$ cat src/rtl/mmpr_pkg.sv
// Shared types, constants and the CRC helper for the meter poll receiver.
`default_nettype none

package mmpr_pkg;

    // Input operation codes.
    typedef enum logic [1:0] {
        OP_RX_BYTE = 2'd0,
        OP_TICK    = 2'd1,
        OP_POLL    = 2'd2
    } op_t;

    // Result kinds; KIND_TX doubles as the "send the query burst" command.
    typedef enum logic [1:0] {
        KIND_TX      = 2'd0,
        KIND_READING = 2'd1,
        KIND_CRC_ERR = 2'd2,
        KIND_TIMEOUT = 2'd3
    } kind_t;

    // Command passed from the front end to the back end.
    typedef struct packed {
        kind_t       kind;
        logic [31:0] power1;
        logic [31:0] power2;
    } cmd_t;

    // Status of the command queue as seen by the front end.
    typedef struct packed {
        logic full;
        logic empty;
    } cmdq_status_t;

    localparam int FRAME_BYTES_DEFAULT = 33;
    localparam int CMD_DEPTH_DEFAULT   = 4;

    localparam logic [15:0] TIMEOUT_RESET = 16'd150;
    localparam logic [15:0] CRC_INIT      = 16'hFFFF;
    localparam logic [15:0] CRC_POLY      = 16'hA001;
    localparam logic [15:0] ELAPSED_MAX   = 16'hFFFF;
    localparam logic [7:0]  ADDR_BYTE     = 8'h01;

    // Frame byte positions of the two big-endian power words.
    localparam int P1_FIRST = 7;
    localparam int P1_LAST  = 10;
    localparam int P2_FIRST = 23;
    localparam int P2_LAST  = 26;

    localparam logic [2:0] QUERY_LAST_IDX = 3'd7;

    // Fixed read query: holding registers 0x48..0x55 of unit 1, with CRC.
    function automatic logic [7:0] query_byte(input logic [2:0] idx);
        logic [7:0] b;
        case (idx)
            3'd0:    b = 8'h01;
            3'd1:    b = 8'h03;
            3'd2:    b = 8'h00;
            3'd3:    b = 8'h48;
            3'd4:    b = 8'h00;
            3'd5:    b = 8'h0E;
            3'd6:    b = 8'h44;
            default: b = 8'h18;
        endcase
        return b;
    endfunction

    // One byte of CRC-16/Modbus, reflected, eight shift steps.
    function automatic logic [15:0] crc16_byte(input logic [15:0] crc_in,
                                               input logic [7:0]  data);
        logic [15:0] c;
        c = crc_in ^ {8'h00, data};
        for (int i = 0; i < 8; i++) begin
            if (c[0])
            begin
                c = (c >> 1) ^ CRC_POLY;
            end
            else
            begin
                c = c >> 1;
            end
        end
        return c;
    endfunction

endpackage

`default_nettype wire

$ cat src/rtl/mmpr_cmd_fifo.sv
// Short command queue between the front end and the back end.
`default_nettype none

module mmpr_cmd_fifo #(
    parameter int DEPTH = mmpr_pkg::CMD_DEPTH_DEFAULT
) (
    input  wire                  clk,
    input  wire                  rst_n,
    input  wire                  wr_en,
    input  wire mmpr_pkg::cmd_t  wr_data,
    input  wire                  rd_en,
    output mmpr_pkg::cmd_t       rd_data,
    output mmpr_pkg::cmdq_status_t status
);

    localparam int PTR_W = (DEPTH > 1) ? $clog2(DEPTH) : 1;
    localparam int CNT_W = $clog2(DEPTH + 1);
    localparam logic [PTR_W-1:0] PTR_LAST = PTR_W'(DEPTH - 1);
    localparam logic [CNT_W-1:0] CNT_FULL = CNT_W'(DEPTH);

    mmpr_pkg::cmd_t   entry_reg [DEPTH];
    logic [PTR_W-1:0] wr_ptr_reg, wr_ptr_next;
    logic [PTR_W-1:0] rd_ptr_reg, rd_ptr_next;
    logic [CNT_W-1:0] count_reg, count_next;

    logic do_wr, do_rd;

    assign status.full  = (count_reg == CNT_FULL);
    assign status.empty = (count_reg == '0);
    assign do_wr = wr_en && !status.full;
    assign do_rd = rd_en && !status.empty;
    assign rd_data = entry_reg[rd_ptr_reg];

    always_comb
    begin
        wr_ptr_next = wr_ptr_reg;
        rd_ptr_next = rd_ptr_reg;
        count_next  = count_reg;
        if (do_wr)
        begin
            wr_ptr_next = (wr_ptr_reg == PTR_LAST) ? '0 : wr_ptr_reg + 1'b1;
        end
        if (do_rd)
        begin
            rd_ptr_next = (rd_ptr_reg == PTR_LAST) ? '0 : rd_ptr_reg + 1'b1;
        end
        if (do_wr && !do_rd)
        begin
            count_next = count_reg + 1'b1;
        end
        else if (do_rd && !do_wr)
        begin
            count_next = count_reg - 1'b1;
        end
    end

    always_ff @(posedge clk or negedge rst_n)
    begin
        if (!rst_n)
        begin
            wr_ptr_reg <= '0;
            rd_ptr_reg <= '0;
            count_reg  <= '0;
        end
        else
        begin
            wr_ptr_reg <= wr_ptr_next;
            rd_ptr_reg <= rd_ptr_next;
            count_reg  <= count_next;
        end
    end

    always_ff @(posedge clk)
    begin
        if (do_wr)
        begin
            entry_reg[wr_ptr_reg] <= wr_data;
        end
    end

endmodule

`default_nettype wire

$ cat src/rtl/mmpr_front.sv
// Front end: takes input transactions, tracks the poll state and frame, emits commands.
`default_nettype none

module mmpr_front #(
    parameter int FRAME_BYTES = mmpr_pkg::FRAME_BYTES_DEFAULT
) (
    input  wire                    clk,
    input  wire                    rst_n,
    input  wire                    cfg_we,
    input  wire  [15:0]            cfg_wdata,
    input  wire                    in_push,
    input  wire  [1:0]             in_op,
    input  wire  [7:0]             in_byte,
    input  wire mmpr_pkg::cmdq_status_t q_status,
    output logic                   cmd_push,
    output mmpr_pkg::cmd_t         cmd
);

    localparam int CNT_W = $clog2(FRAME_BYTES);
    localparam logic [CNT_W-1:0] CRC_LO_IDX = CNT_W'(FRAME_BYTES - 2);
    localparam logic [CNT_W-1:0] P1_LO      = CNT_W'(mmpr_pkg::P1_FIRST);
    localparam logic [CNT_W-1:0] P1_HI      = CNT_W'(mmpr_pkg::P1_LAST);
    localparam logic [CNT_W-1:0] P2_LO      = CNT_W'(mmpr_pkg::P2_FIRST);
    localparam logic [CNT_W-1:0] P2_HI      = CNT_W'(mmpr_pkg::P2_LAST);

    logic [15:0]      timeout_reg;
    logic             waiting_reg, waiting_next;
    logic [15:0]      elapsed_reg, elapsed_next;
    logic [CNT_W-1:0] count_reg, count_next;
    logic [15:0]      crc_reg, crc_next;
    logic [7:0]       crc_lo_reg, crc_lo_next;
    logic [31:0]      p1_reg, p1_next;
    logic [31:0]      p2_reg, p2_next;

    logic        accept;
    logic [15:0] elapsed_inc;
    logic        clear;

    assign accept = in_push && !q_status.full;
    assign elapsed_inc = (elapsed_reg == mmpr_pkg::ELAPSED_MAX) ? elapsed_reg
                                                               : elapsed_reg + 16'd1;

    always_comb
    begin
        waiting_next = waiting_reg;
        elapsed_next = elapsed_reg;
        count_next   = count_reg;
        crc_next     = crc_reg;
        crc_lo_next  = crc_lo_reg;
        p1_next      = p1_reg;
        p2_next      = p2_reg;
        clear        = 1'b0;
        cmd_push     = 1'b0;
        cmd.kind     = mmpr_pkg::KIND_TX;
        cmd.power1   = '0;
        cmd.power2   = '0;

        if (accept)
        begin
            unique case (in_op)
                mmpr_pkg::OP_POLL:
                begin
                    if (!waiting_reg)
                    begin
                        cmd_push     = 1'b1;
                        cmd.kind     = mmpr_pkg::KIND_TX;
                        waiting_next = 1'b1;
                        elapsed_next = '0;
                        clear        = 1'b1;
                    end
                end
                mmpr_pkg::OP_TICK:
                begin
                    if (waiting_reg)
                    begin
                        elapsed_next = elapsed_inc;
                        if (elapsed_inc > timeout_reg)
                        begin
                            cmd_push     = 1'b1;
                            cmd.kind     = mmpr_pkg::KIND_TIMEOUT;
                            waiting_next = 1'b0;
                            clear        = 1'b1;
                        end
                    end
                end
                mmpr_pkg::OP_RX_BYTE:
                begin
                    if (waiting_reg && !(count_reg == '0 && in_byte != mmpr_pkg::ADDR_BYTE))
                    begin
                        if (count_reg < CRC_LO_IDX)
                        begin
                            crc_next   = mmpr_pkg::crc16_byte(crc_reg, in_byte);
                            count_next = count_reg + 1'b1;
                            if (count_reg >= P1_LO && count_reg <= P1_HI)
                            begin
                                p1_next = {p1_reg[23:0], in_byte};
                            end
                            if (count_reg >= P2_LO && count_reg <= P2_HI)
                            begin
                                p2_next = {p2_reg[23:0], in_byte};
                            end
                        end
                        else if (count_reg == CRC_LO_IDX)
                        begin
                            crc_lo_next = in_byte;
                            count_next  = count_reg + 1'b1;
                        end
                        else
                        begin
                            // Last byte: high half of the wire CRC closes the frame.
                            cmd_push = 1'b1;
                            if ({in_byte, crc_lo_reg} == crc_reg)
                            begin
                                cmd.kind   = mmpr_pkg::KIND_READING;
                                cmd.power1 = p1_reg;
                                cmd.power2 = p2_reg;
                            end
                            else
                            begin
                                cmd.kind = mmpr_pkg::KIND_CRC_ERR;
                            end
                            waiting_next = 1'b0;
                            clear        = 1'b1;
                        end
                    end
                end
                default:
                begin
                end
            endcase
        end

        if (clear)
        begin
            count_next  = '0;
            crc_next    = mmpr_pkg::CRC_INIT;
            crc_lo_next = '0;
            p1_next     = '0;
            p2_next     = '0;
        end
    end

    always_ff @(posedge clk or negedge rst_n)
    begin
        if (!rst_n)
        begin
            timeout_reg <= mmpr_pkg::TIMEOUT_RESET;
            waiting_reg <= 1'b0;
            elapsed_reg <= '0;
            count_reg   <= '0;
            crc_reg     <= mmpr_pkg::CRC_INIT;
            crc_lo_reg  <= '0;
            p1_reg      <= '0;
            p2_reg      <= '0;
        end
        else
        begin
            if (cfg_we)
            begin
                timeout_reg <= cfg_wdata;
            end
            waiting_reg <= waiting_next;
            elapsed_reg <= elapsed_next;
            count_reg   <= count_next;
            crc_reg     <= crc_next;
            crc_lo_reg  <= crc_lo_next;
            p1_reg      <= p1_next;
            p2_reg      <= p2_next;
        end
    end

endmodule

`default_nettype wire

$ cat src/rtl/mmpr_back.sv
// Back end: expands commands into result transactions held in an output register.
`default_nettype none

module mmpr_back (
    input  wire            clk,
    input  wire            rst_n,
    input  wire mmpr_pkg::cmd_t cmd,
    input  wire            cmd_empty,
    output logic           cmd_pop,
    input  wire            pop,
    output logic           empty,
    output logic [1:0]     kind,
    output logic [7:0]     tx_byte,
    output logic [31:0]    power1_raw,
    output logic [31:0]    power2_raw,
    output logic           last
);

    logic           out_valid_reg, out_valid_next;
    mmpr_pkg::kind_t kind_reg;
    logic [7:0]     tx_reg;
    logic [31:0]    p1_reg, p2_reg;
    logic           last_reg;
    logic [2:0]     idx_reg, idx_next;

    logic load;
    logic is_tx;
    logic is_reading;
    logic burst_end;

    assign load       = !cmd_empty && (!out_valid_reg || pop);
    assign is_tx      = (cmd.kind == mmpr_pkg::KIND_TX);
    assign is_reading = (cmd.kind == mmpr_pkg::KIND_READING);
    assign burst_end  = (idx_reg == mmpr_pkg::QUERY_LAST_IDX);
    assign cmd_pop    = load && (!is_tx || burst_end);

    always_comb
    begin
        out_valid_next = out_valid_reg;
        idx_next       = idx_reg;
        if (load)
        begin
            out_valid_next = 1'b1;
            if (is_tx)
            begin
                idx_next = idx_reg + 3'd1;
            end
        end
        else if (pop)
        begin
            out_valid_next = 1'b0;
        end
    end

    always_ff @(posedge clk or negedge rst_n)
    begin
        if (!rst_n)
        begin
            out_valid_reg <= 1'b0;
            idx_reg       <= '0;
        end
        else
        begin
            out_valid_reg <= out_valid_next;
            idx_reg       <= idx_next;
        end
    end

    always_ff @(posedge clk)
    begin
        if (load)
        begin
            kind_reg <= cmd.kind;
            tx_reg   <= is_tx ? mmpr_pkg::query_byte(idx_reg) : 8'h00;
            p1_reg   <= is_reading ? cmd.power1 : 32'h0;
            p2_reg   <= is_reading ? cmd.power2 : 32'h0;
            last_reg <= !is_tx || burst_end;
        end
    end

    assign empty      = !out_valid_reg;
    assign kind       = kind_reg;
    assign tx_byte    = tx_reg;
    assign power1_raw = p1_reg;
    assign power2_raw = p2_reg;
    assign last       = last_reg;

endmodule

`default_nettype wire

$ cat src/rtl/modbus_meter_poll_receiver_unit.sv
// Top level of the Modbus RTU meter poll receiver: front end, command queue, back end.
`default_nettype none

// The block polls a meter over Modbus RTU. An input transaction carries op
// (0 received byte, 1 millisecond tick, 2 poll request) and rx_byte. A poll
// while idle produces eight result transactions of kind 0 with the fixed read
// query in tx_byte, the last one flagged by last, and starts a wait. During the
// wait, bytes are ignored until the address byte 0x01, which opens a frame of
// FRAME_BYTES bytes checked with CRC-16/Modbus (low CRC byte first on the wire).
// The frame ends in one result: kind 1 with the two big-endian powers in units
// of 0.0001 W, or kind 2 on a CRC mismatch. Ticks that push the elapsed count
// past timeout_ms end the wait with a kind 3 result. Unused fields are zero.
// Timing: the front end handles one input transaction per cycle while full is low;
// each one that produces results leaves a command in a CMD_DEPTH-entry queue. The
// back end drains one result per cycle, while results are popped, through its output
// register, so a poll occupies it for one result per query byte (stepped by its byte
// counter) and every other command for one result. full rises only while the
// command queue holds CMD_DEPTH commands; results pass through the queue and the
// output register. The user must write timeout_ms through cfg_we and cfg_wdata only
// while the block is idle (the block does not enforce this); it resets to 150.
module modbus_meter_poll_receiver_unit #(
    parameter int FRAME_BYTES = mmpr_pkg::FRAME_BYTES_DEFAULT,
    parameter int CMD_DEPTH   = mmpr_pkg::CMD_DEPTH_DEFAULT
) (
    input  wire         clk,
    input  wire         rst_n,
    input  wire         cfg_we,
    input  wire  [15:0] cfg_wdata,
    input  wire         push,
    output logic        full,
    input  wire  [1:0]  op,
    input  wire  [7:0]  rx_byte,
    output logic        empty,
    input  wire         pop,
    output logic [1:0]  kind,
    output logic [7:0]  tx_byte,
    output logic [31:0] power1_raw,
    output logic [31:0] power2_raw,
    output logic        last
);

    mmpr_pkg::cmdq_status_t q_status;
    mmpr_pkg::cmd_t         front_cmd;
    mmpr_pkg::cmd_t         back_cmd;
    logic                   cmd_push;
    logic                   cmd_pop;

    // The front end sees every transaction the queue has room for.
    assign full = q_status.full;

    mmpr_front #(
        .FRAME_BYTES(FRAME_BYTES)
    ) u_front (
        .clk      (clk),
        .rst_n    (rst_n),
        .cfg_we   (cfg_we),
        .cfg_wdata(cfg_wdata),
        .in_push  (push),
        .in_op    (op),
        .in_byte  (rx_byte),
        .q_status (q_status),
        .cmd_push (cmd_push),
        .cmd      (front_cmd)
    );

    mmpr_cmd_fifo #(
        .DEPTH(CMD_DEPTH)
    ) u_cmd_fifo (
        .clk    (clk),
        .rst_n  (rst_n),
        .wr_en  (cmd_push),
        .wr_data(front_cmd),
        .rd_en  (cmd_pop),
        .rd_data(back_cmd),
        .status (q_status)
    );

    mmpr_back u_back (
        .clk       (clk),
        .rst_n     (rst_n),
        .cmd       (back_cmd),
        .cmd_empty (q_status.empty),
        .cmd_pop   (cmd_pop),
        .pop       (pop),
        .empty     (empty),
        .kind      (kind),
        .tx_byte   (tx_byte),
        .power1_raw(power1_raw),
        .power2_raw(power2_raw),
        .last      (last)
    );

    // A command is only produced for a transaction the queue had room for.
    a_no_push_when_full: assert property (@(posedge clk) disable iff (!rst_n)
        cmd_push |-> !q_status.full)
        else $error("command pushed into a full queue");

    // The back end never pulls from an empty queue.
    a_no_pop_when_empty: assert property (@(posedge clk) disable iff (!rst_n)
        cmd_pop |-> !q_status.empty)
        else $error("command popped from an empty queue");

    // Status and reading results are always single and final.
    a_status_is_last: assert property (@(posedge clk) disable iff (!rst_n)
        (!empty && kind != mmpr_pkg::KIND_TX) |-> last)
        else $error("non-query result without last");

    // Powers are zero on every result that is not a reading.
    a_power_zero: assert property (@(posedge clk) disable iff (!rst_n)
        (!empty && kind != mmpr_pkg::KIND_READING) |->
            (power1_raw == 32'h0 && power2_raw == 32'h0))
        else $error("power fields set outside a reading");

endmodule

`default_nettype wire
$ cat config.mk
export PLATFORM = sky130hd
export DESIGN_NAME = modbus_meter_poll_receiver_unit
export DESIGN_NICKNAME = d
export VERILOG_FILES = /design/src/rtl/mmpr_pkg.sv /design/src/rtl/mmpr_cmd_fifo.sv /design/src/rtl/mmpr_front.sv /design/src/rtl/mmpr_back.sv /design/src/rtl/modbus_meter_poll_receiver_unit.sv
export SDC_FILE = /design/constraint.sdc
export NUM_CORES = 1
export LEC_CHECK = 0
export BUFFER_PORTS_ARGS = -buffer_cell sky130_fd_sc_hd__buf_2
export CAP_MARGIN = 20
export CORE_UTILIZATION = 55
export CTS_CLUSTER_DIAMETER = 60
export DETAILED_ROUTE_END_ITERATION = 8
export PLACE_DENSITY = 0.75
export SYNTH_ARGS = -nofsm -noshare
export SYNTH_HDL_FRONTEND = slang
export SYNTH_SLANG_ARGS = --single-unit
$ cat constraint.sdc
create_clock -name clk -period 5.54 [get_ports clk]
set_input_delay 0.554 -clock clk [delete_from_list [all_inputs] [get_ports clk]]
set_output_delay 0.554 -clock clk [all_outputs]
set_load 0.1 [all_outputs]
Word-level counts from Yosys, hierarchy flattened

Memory sizes are Yosys's and may differ from the RTL's.
Index checks and enable logic that the tools add are counted.

Memories: 1
Input bits: 31
Logic and storage cells: 212
RAM bits: 264
Bits in latches: 0
ROM bits: 0
Register bits after elaboration: 213
Output and inout port bits: 77

Memory list:

| memory               | words | width | read ports | clocked after Yosys merged registers in | wr ports | RTL line            | RTL |
|---|---|---|---|---|---|---|---|
| u_cmd_fifo.entry_reg | 4     | 66    | 1          | 0                                       | 1        | mmpr_cmd_fifo.sv:21 | `mmpr_pkg::cmd_t entry_reg [DEPTH];` |

Divide/modulo/power cells: 0
Equal/unequal tests: 23
Shifts and indexed selects: 0
$add $sub $neg: 7
Bitwise gates (word level): 9
Mux-type cells: 102
$lt $le $gt $ge: 6
$mul: 0
Reduce and logical (&&, ||, !) cells: 46

Operators by type and width:

| operator              | count |
|---|---|
| $mux 16               | 44 |
| $mux 32               | 12 |
| $mux 66               | 4 |
| $mux 64               | 2 |
| $mux 8                | 6 |
| $pmux 7 s6            | 1 |
| $mux 6                | 6 |
| $pmux 16 s2           | 1 |
| $not 2->3             | 8 |
| $reduce_and 5->1      | 4 |
| $reduce_bool 2->1     | 10 |
| $add 16x1->16 const B | 1 |
| $eq 16x16->1          | 1 |
| $eq 16x16->1 const B  | 1 |
| $gt 16x16->1          | 1 |
| $mux 1                | 16 |
| $xor 16x8->16         | 1 |
| $eq 3x3->1 const B    | 5 |
| $reduce_and 4->1      | 3 |
| $logic_and 1x1->1     | 11 |
| $mux 2                | 5 |
| $ne 8x1->1 const B    | 1 |
| $logic_not 1->1       | 7 |
| $add 3x1->3 const B   | 2 |
| 25 further kinds      | 40 |

Logic depth before layout (Yosys ltp)

Gate-level depths: netlist of the first run.

Depth after elaboration: 50
Depth in mapped cells: 20
Depth with buffers taken out: 18

Cells and area by module

Synthesis of the first run repeated with hierarchy kept, for this count alone.

Cells, all modules: 1,312
Area total of the unflattened synthesis: 20,425.8 sq um

Modules (own cells, without submodules):

| module        | times used | area each (sq um) | cells each | seq. area each (sq um) |
|---|---|---|---|---|
| mmpr_cmd_fifo | 1          | 9,985.8           | 382        | 8,102.8 |
| mmpr_front    | 1          | 7,423.4           | 742        | 3,203.1 |
| mmpr_back     | 1          | 3,016.6           | 188        | 2,292.2 |

Worst setup path after synthesis of the first run

OpenSTA, ideal clock, no wires.

Path kind: in2reg
Start: input port pop
End: register u_cmd_fifo.count_reg[1]
Data required time: 5.415 ns
Stages on the path: 7
Setup time: 0.125 ns
Arrival: 5.914 ns
Buffers on the path: 0
Path slack: -0.498 ns
Cell sequence: inv_1 a21oi_1 nand2_1 ha_1 inv_1 fa_1 mux2_2

Word-level cells in the longest chain between the ends: 7
Elaborated cells on any way between the ends: 9
Those cells by class: 1 x mux; 8 x reduce/logical

Ends and longest elaborated chain:

| item                         | RTL line                              | RTL |
|---|---|---|
| start, declared              | modbus_meter_poll_receiver_unit.sv:34 | `input wire pop,` |
| $logic_or 1x1->1             | mmpr_back.sv:31                       | `assign load = !cmd_empty && (!out_valid_reg \|\| pop);` |
| $logic_and 1x1->1            | mmpr_back.sv:31                       |  |
| via u_back.load              | mmpr_back.sv:26                       | `logic load;` |
| $logic_and 1x1->1            | mmpr_back.sv:35                       | `assign cmd_pop = load && (!is_tx \|\| burst_end);` |
| $logic_and 1x1->1            | mmpr_cmd_fifo.sv:31                   | `assign do_rd = rd_en && !status.empty;` |
| $logic_not 1->1              | mmpr_cmd_fifo.sv:47                   | `if (do_wr && !do_rd)` |
| $logic_and 1x1->1            | mmpr_cmd_fifo.sv:47                   |  |
| $mux 3                       | mmpr_cmd_fifo.sv:47                   |  |
| via u_cmd_fifo.count_next[1] | mmpr_cmd_fifo.sv:24                   | `logic [CNT_W-1:0] count_reg, count_next;` |
| end signal, assigned         | mmpr_cmd_fifo.sv:69                   | `count_reg <= count_next;` |
| end, declared                | mmpr_cmd_fifo.sv:24                   |  |

The timed path passes the listed nets, and every way through them passes these cells.
A chain may end at the register's enable or synchronous reset.

Worst setup path in the final report of the first run

Start: register u_front.elapsed_reg[3]
End: memory u_cmd_fifo.entry_reg[0][40] (netlist bit), enable pin

Word-level cells in the longest chain between the ends: 10
Elaborated cells on any way between the ends: 11
Those cells by class: 1 x add/sub; 1 x order compare; 1 x eq/ne; 7 x mux; 1 x reduce/logical

Ends and longest elaborated chain:

| item                                                 | RTL line                           | RTL |
|---|---|---|
| start, declared                                      | mmpr_front.sv:28                   | `logic [15:0] elapsed_reg, elapsed_next;` |
| start signal, assigned                               | mmpr_front.sv:163                  | `elapsed_reg <= elapsed_next;` |
| $add 16x1->16 / $eq 16x16->1 (equally long branches) | mmpr_front.sv:41, mmpr_front.sv:40 |  |
| $mux 16 (*)                                          | mmpr_front.sv:40                   | `assign elapsed_inc = (elapsed_reg == mmpr_pkg::ELAPSED_MAX) ? elapsed_reg` |
| $gt 16x16->1 (*)                                     | mmpr_front.sv:77                   | `if (elapsed_inc > timeout_reg)` |
| $mux 1 (*)                                           | mmpr_front.sv:77                   |  |
| $mux 1 (*)                                           | mmpr_front.sv:74                   | `if (waiting_reg)` |
| $pmux 1 s3 (*)                                       | mmpr_front.sv:60                   | `unique case (in_op)` |
| $mux 1 (*)                                           | mmpr_front.sv:58                   | `if (accept)` |
| $logic_and 1x1->1 (*)                                | mmpr_cmd_fifo.sv:30                | `assign do_wr = wr_en && !status.full;` |
| $mux 1 (*)                                           | mmpr_cmd_fifo.sv:75                | `if (do_wr)` |
| $mux 1 (implied by the code) (*)                     | mmpr_cmd_fifo.sv:77                | `entry_reg[wr_ptr_reg] <= wr_data;` |
| end, declared                                        | mmpr_cmd_fifo.sv:21                |  |

Mark *: on every way between the ends. The rest lies on a longest branch, timed or not.

==> results.cfg, run 1 <==
[layout]
drive_gt1_share_pct = 21.86
nets = 1457
num_antenna_cells = 0
fillers = 2524
largest_reg_flops = 264
area_growth_pct = 13.71
layout.cells.non_filler = 1888

[setup_path]
crit_slowest_cell = a2111oi_0
cp_cell_sequence = and4_1 > nand4_1 > a2111oi_0 > xor2_1 > ha_1 > nand4_1 > o311a_1 > o211a_1 > o31ai_4 > buf_4 > and2_2 > buf_4
regToRegEndpoint = u_cmd_fifo.entry_reg[0][40]
worst-path-stages = 12
cp_max_fo = 43
end_kind = flip-flop
worstPathArrival_ns = 5.15
critPathBufInv = 2
critPathLaunchType = flip-flop
cp_top_family = compound AO/OA/AOI/OAI gates
r2r_slack_ns = 0.60
reg2reg_depth = 12
startpoint = u_front.elapsed_reg[3]
endpoint = u_cmd_fifo.entry_reg[0][40]
cpPeakStageDelay_ns = 0.79
r2r_start = u_front.elapsed_reg[3]
required_ns = 5.75
crit_type = reg -> reg

[synthesis]
synth.largest_area_cell = edfxtp_1
synth_area_sq_um = 19910
synth_ff_type = edfxtp_1
synth_edf_count = 337
synth_seq_cells = 475
ys_warn_count = 0
yosysTopAreaCellShare_pct = 50.84
yosysMostFrequentCell = edfxtp_1
synthTopCellsByArea = edfxtp_1 51%, dfrtp_1 15%, mux4_2 7.5%
netlist_top_cells_count = 337 x edfxtp_1, 118 x dfrtp_1, 106 x nor2_1
yosysSeqAreaShare_pct = 68.31
syn_avg_cell_area_sq_um = 15.55
ys_types = 57
synthCells = 1280
async_flop_share_pct = 29.05

[clock_network]
clkSinkCount = 475
h-tree-depth = 2
cts_resized = 0
postCtsSetupBuffers = 0
tritoncts = done
cts_made_buffers = 47
cts_root_buf = clkbuf_16
clock_latency_ns = 0.56
cts_buffer_depth = 3
hold_buffers = 0
path_clk_slew_ns = 0.06

[grt]
grt_pass1_vias = 10941
grt_max_degree = 78
antenna_found_initial = 0
grt.total_usage_pct = 20.95
grt_pass1_wl_um = 59530
gr-total-overflow = 0

[route]
vias_per_cell = 5.681
postRouteAntennaNets = 0
drcViolationCount = 0
dr_total_vias = 10726
wl_um = 37400
drtPass1Iterations = 5
drtIter0Drc = 623
routedWlPerCell_um = 19.81

[floorplanning]
rows = 69
die_height_um = 192.2
die_w_um = 192.2
start_util_pct = 55.97
num_io_pins = 108
die-area_sq_um = 36960
core-area_sq_um = 35570

[timing]
setup-tns-final_ns = 0
hold_viol = 0
slew_headroom_pct = 35.46
fin_crit_ns = 4.943
finClkSkew_ns = 0.01978
max_freq_mhz = 202.3
slew_viol_final = 0
fin_crit_sh_pct = 89.22
setup_violations = 0
rsz0062_at_grt = false
tightest_slew_ns = 0.9593

[power_and_ir_drop]
p_leak_uw = 0.009353
clock_power_share_pct = 28.5
total_power_uw = 11510
pwr-share-seq_pct = 39.6
p_int_uw = 7320
combPwrFrac_pct = 31.9
peakVddDrop_mv = 0.4734
power_switching_uw = 4194
p_sw_share_pct = 36.42
p_per_area_nw_per_um2 = 508.6

[placement]
dp_cells = 1800
portBuffers = 105
gp_congestion = 0.8199
dp_hpwl_um = 22730

[min_path]
min_path_type = in -> async

[flow_run]
cap_violations = 0

[status]
outcome = complete, no violations
[per-stage QoR]
| stage | hold slack [ns] | area [sq um] | util (%) | setup slack [ns] |
|---|---|---|---|---|
| detailed placement | 0.4851 | 20970 | 58.96 | 0.6803 |
| global placement | 0.4722 | 20950 | 58.90 | 0.8721 |
| floorplan | 0.2584 | 19910 | - | 0.1602 |
| finish | 0.03852 | 22640 | 63.64 | 0.5975 |
| global route | 0.08660 | 22640 | 63.64 | 0.2694 |
| CTS | 0.04261 | 22620 | 63.59 | 0.6392 |
[routing by layer]
layer | part of all wire, % | global-route usage [%]
met2 | 49 | 34.55
met3 | 4.8 | 2.978
met1 | 44 | 29.79
met4 | 1.5 | 4.694
met5 | 0 | 0
[worst reg2reg max path, stage by stage (launching register included)]
cell       delay, ns
dfrtp_1         0.47
and4_1          0.32
nand4_1         0.21
a2111oi_0       0.79
xor2_1          0.18
ha_1            0.38
nand4_1         0.18
o311a_1         0.37
o211a_1         0.28
o31ai_4         0.35
buf_4           0.47
and2_2          0.27
buf_4           0.33
[cells by family after synthesis]
| family | after synthesis | synth area share, % |
|---|---|---|
| buffers and inverters | 103 | 2.282 |
| and+or+nand+nor | 362 | 9.629 |
| AOI/OAI and AO/OA | 101 | 3.212 |
| xor gates and xnor gates | 53 | 2.552 |
| adders and majority gates | 37 | 2.363 |
| DFF | 475 | 68.31 |
| other | 1 | 0.01884 |
| muxes | 148 | 11.63 |
[cells in the final DEF (no fill, tap or decap), drive strengths merged, types with 4 or more instances in the layout]
| cell type | synthesis | final |
|---|---|---|
| inv | 38 | 40 |
| nand4 | 15 | 15 |
| nor3 | 8 | 8 |
| xor2 | 9 | 9 |
| dfstp | 20 | 20 |
| buf | 31 | 124 |
| a31oi | 4 | 4 |
| or3 | 6 | 6 |
| and2 | 70 | 70 |
| nand2 | 37 | 37 |
| mux2 | 7 | 7 |
| and3 | 12 | 12 |
| clkinv | 0 | 17 |
| mux2i | 75 | 75 |
| edfxtp | 337 | 337 |
| a211o | 15 | 15 |
| nor2 | 106 | 106 |
| mux4 | 66 | 66 |
| nand2b | 4 | 4 |
| o21ai | 30 | 30 |
| nor4 | 4 | 4 |
| nand3 | 17 | 17 |
| dfrtp | 118 | 118 |
| bufinv | 0 | 5 |
| clkbuf | 34 | 62 |
| ha | 36 | 36 |
| xnor2 | 41 | 41 |
| a21oi | 29 | 29 |
| nor2b | 75 | 75 |
[power groups by stage]
stage                     combinational, uW  clock [uW]  sequential [uW]
after global placement                 3680           0             4630
after detailed placement               3700           0             4640
after global routing                   3880        3490             4610
final                                  3670        3280             4560
after CTS                              3720        3350             4570
after floorplan                        1510           0             6200
[final cells by class]
cell class                 count  area [sq um]  share of cell area, %
clock buffer                  62          1355                  5.986
clock inverter                25         291.5                  1.288
inverter                      38         142.6                 0.6301
multi-input combinational    703          5893                  26.03
sequential                   475         13600                  60.09
tap                          461         576.8                  2.548
timing repair buffer         124         774.5                  3.421
[worst min path at each step]
stage               slack, ns                       to               startpoint  depth (start not counted)
floorplan                0.26        u_back.idx_reg[0]                    rst_n                          0
global placement         0.47  u_cmd_fifo.count_reg[2]  u_cmd_fifo.count_reg[2]                          1
detailed placement       0.49  u_cmd_fifo.count_reg[2]  u_cmd_fifo.count_reg[2]                          1
CTS                      0.04    u_front.crc_lo_reg[6]                    rst_n                          1
global route             0.09    u_front.crc_lo_reg[6]                    rst_n                          1
finish                   0.04        u_front.p1_reg[1]                    rst_n                          1
Power figures use the tool's default switching activity.
==> run 2: changes to the inputs <==
--- a/config.mk
+++ b/config.mk
@@ -10,7 +10,9 @@
 export CORE_UTILIZATION = 55
 export CTS_CLUSTER_DIAMETER = 60
 export DETAILED_ROUTE_END_ITERATION = 8
+export MAX_ROUTING_LAYER = met4
 export PLACE_DENSITY = 0.75
 export SYNTH_ARGS = -nofsm -noshare
 export SYNTH_HDL_FRONTEND = slang
+export SYNTH_HIERARCHICAL = 1
 export SYNTH_SLANG_ARGS = --single-unit
==> results.cfg, run 2 <==
[status]
outcome = complete, no violations

[floorplanning]
rows = 70
die_height_um = 194.7
die-area_sq_um = 37910
core-area_sq_um = 36610
die_w_um = 194.7
start_util_pct = 55.79
num_io_pins = 108

[clock_network]
hold_buffers = 0
clock_latency_ns = 0.59
clkSinkCount = 475
cts_resized = 0
tritoncts = done
cts_made_buffers = 49
path_clk_slew_ns = 0.06
postCtsSetupBuffers = 0
cts_root_buf = clkbuf_16
cts_buffer_depth = 3
h-tree-depth = 2

[route]
wl_um = 37980
drtPass1Iterations = 7
dr_total_vias = 10980
drtIter0Drc = 681
routedWlPerCell_um = 19.70
postRouteAntennaNets = 0
vias_per_cell = 5.695
drcViolationCount = 0

[placement]
portBuffers = 105
dp_cells = 1833
dp_hpwl_um = 22980
gp_congestion = 0.8242

[min_path]
min_path_type = in -> async

[layout]
largest_reg_flops = 264
nets = 1480
layout.cells.non_filler = 1928
drive_gt1_share_pct = 23.90
final_cell_mix = 337 x edfxtp_1, 133 x and2_1, 116 x dfrtp_1
area_growth_pct = 12.27
layout_commonest_cell = edfxtp_1

[power_and_ir_drop]
p_leak_uw = 0.009252
total_power_uw = 10860
p_per_area_nw_per_um2 = 473.4
peakVddDrop_mv = 0.4957

[timing]
fin_crit_ns = 4.883
max_freq_mhz = 204.8
slew_headroom_pct = 34.40
fin_crit_sh_pct = 88.14
rsz0062_at_grt = false
slew_viol_final = 0
hold_viol = 0
setup-tns-final_ns = 0
finClkSkew_ns = 0.01895
tightest_slew_ns = 0.9839
setup_violations = 0

[setup_path]
cp_cell_sequence = ha_1 > and2_1 > a31oi_1 > nand3_1 > xnor2_1 > ha_1 > a21o_1 > a21oi_1 > nor2b_1 > o21ai_0 > a211o_1 > o21ai_0 > nor2b_1 > ha_1 > inv_1 > fa_1 > mux2_2
worstPathArrival_ns = 5.35
required_ns = 6.00
critPathLaunchType = flip-flop
critPathBufInv = 1
r2r_start = u_front/elapsed_reg[0]
reg2reg_depth = 17
crit_slowest_cell = a31oi_1
r2r_slack_ns = 0.66
regToRegEndpoint = u_cmd_fifo/count_reg[1]
end_kind = flip-flop
crit_path_frequent_cell = ha_1
cp_max_fo = 9
cpPeakStageDelay_ns = 0.67
cp_top_family = compound AO/OA/AOI/OAI gates
crit_type = reg -> reg

[synthesis]
synth_seq_cells = 475
ys_types = 67
synth_edf_count = 337
synth_top_family_by_area = simple AND/OR/NAND/NOR gates
yosysMostFrequentCell = edfxtp_1
ys_warn_count = 6
synth-compound-area-share_pct = 4.355
synthTopCellsByArea = edfxtp_1 50%, dfrtp_1 14%, mux4_2 7.3%
async_flop_share_pct = 29.05
netlist_top_cells_count = 337 x edfxtp_1, 137 x and2_1, 118 x dfrtp_1
synth_ff_type = edfxtp_1
synth_area_sq_um = 20430
yosysSeqAreaShare_pct = 66.57
synth_xor_area_share_pct = 2.469
synth_fa_ha_area_share_pct = 2.058
synth.mux.area_fraction_pct = 10.57
syn_avg_cell_area_sq_um = 15.57
synthSimpleGateAreaFrac_pct = 11.09
yosysTopAreaCellShare_pct = 49.54
synth.largest_area_cell = edfxtp_1
synthCells = 1312

[grt]
grt_max_degree = 98
grt.total_usage_pct = 21.43
grt_pass1_vias = 11266
grt_pass1_wl_um = 61330
gr-total-overflow = 0
antenna_found_initial = 4

[flow_run]
cap_violations = 0
## run 2: cell families (layout without fill, tap and decap cells)
group | after synthesis | count (layout)
buffers and inverters | 104 | 247
multiplexers | 132 | 132
AO/OA/AOI/OAI | 142 | 142
flip-flops | 475 | 475
adder cells (fa/ha/maj) | 33 | 33
XOR/XNOR | 56 | 56
AND/OR/NAND/NOR | 369 | 369
other | 1 | 6
## run 2: layer usage
metal  share of wire, %  GRT usage, %
met3                4.2         4.477
met5                  0             -
met1                 44         28.25
met2                 50         34.12
met4                1.8         5.644
## run 2: worst register-to-register path: stages (launching register included)
cell and delay (ns):
dfrtp_1 0.42, ha_1 0.26, and2_1 0.21, a31oi_1 0.67, nand3_1 0.20, xnor2_1 0.31
ha_1 0.31, a21o_1 0.16, a21oi_1 0.15, nor2b_1 0.06, o21ai_0 0.50, a211o_1 0.24
o21ai_0 0.07, nor2b_1 0.22, ha_1 0.26, inv_1 0.07, fa_1 0.41, mux2_2 0.27
## run 2: area by class of cell
type | count | area (sq um)
Antenna cell | 4 | 10.01
Clock buffer | 67 | 1365
Clock inverter | 24 | 196.4
Fill cell | 2662 | 13680
Inverter | 28 | 105.1
Multi-Input combinational cell | 734 | 6287
Sequential cell | 475 | 13600
Tap cell | 468 | 585.6
Timing Repair Buffer | 128 | 779.5
## run 2: where the power goes
part / total (uW) / switching (uW) / internal (uW)
registers: 4460 / 235 / 4220
clock network: 3150 / 1330 / 1820
logic: 3250 / 2400 / 849
## run 2: how the worst max path moves through the flow
| stage | from | cells after the start | to |
|---|---|---|---|
| final | u_front/elapsed_reg[0] | 17 | u_cmd_fifo/count_reg[1] |
| after global routing | u_front/elapsed_reg[0] | 17 | u_cmd_fifo/count_reg[1] |
| after CTS | u_front/elapsed_reg[0] | 17 | u_cmd_fifo/count_reg[1] |
| after detailed placement | u_front/elapsed_reg[0] | 17 | u_cmd_fifo/count_reg[1] |
| after global placement | u_front/elapsed_reg[0] | 17 | u_cmd_fifo/count_reg[1] |
| after floorplan | u_front/elapsed_reg[3] | 17 | u_cmd_fifo/entry_reg[1][0] |
## run 2: through the flow
stage | hold slack, ns | setup WS, ns | util (%) | area [sq um]
final | 0.04276 | 0.6570 | 62.64 | 22930
after global routing | 0.1313 | 0.3754 | 62.64 | 22930
after CTS | 0.1057 | 0.6884 | 62.61 | 22920
after detailed placement | 0.4923 | 0.7048 | 58.35 | 21360
after global placement | 0.4845 | 0.8669 | 58.35 | 21360
after floorplan | 0.2584 | 0.06439 | - | 20430
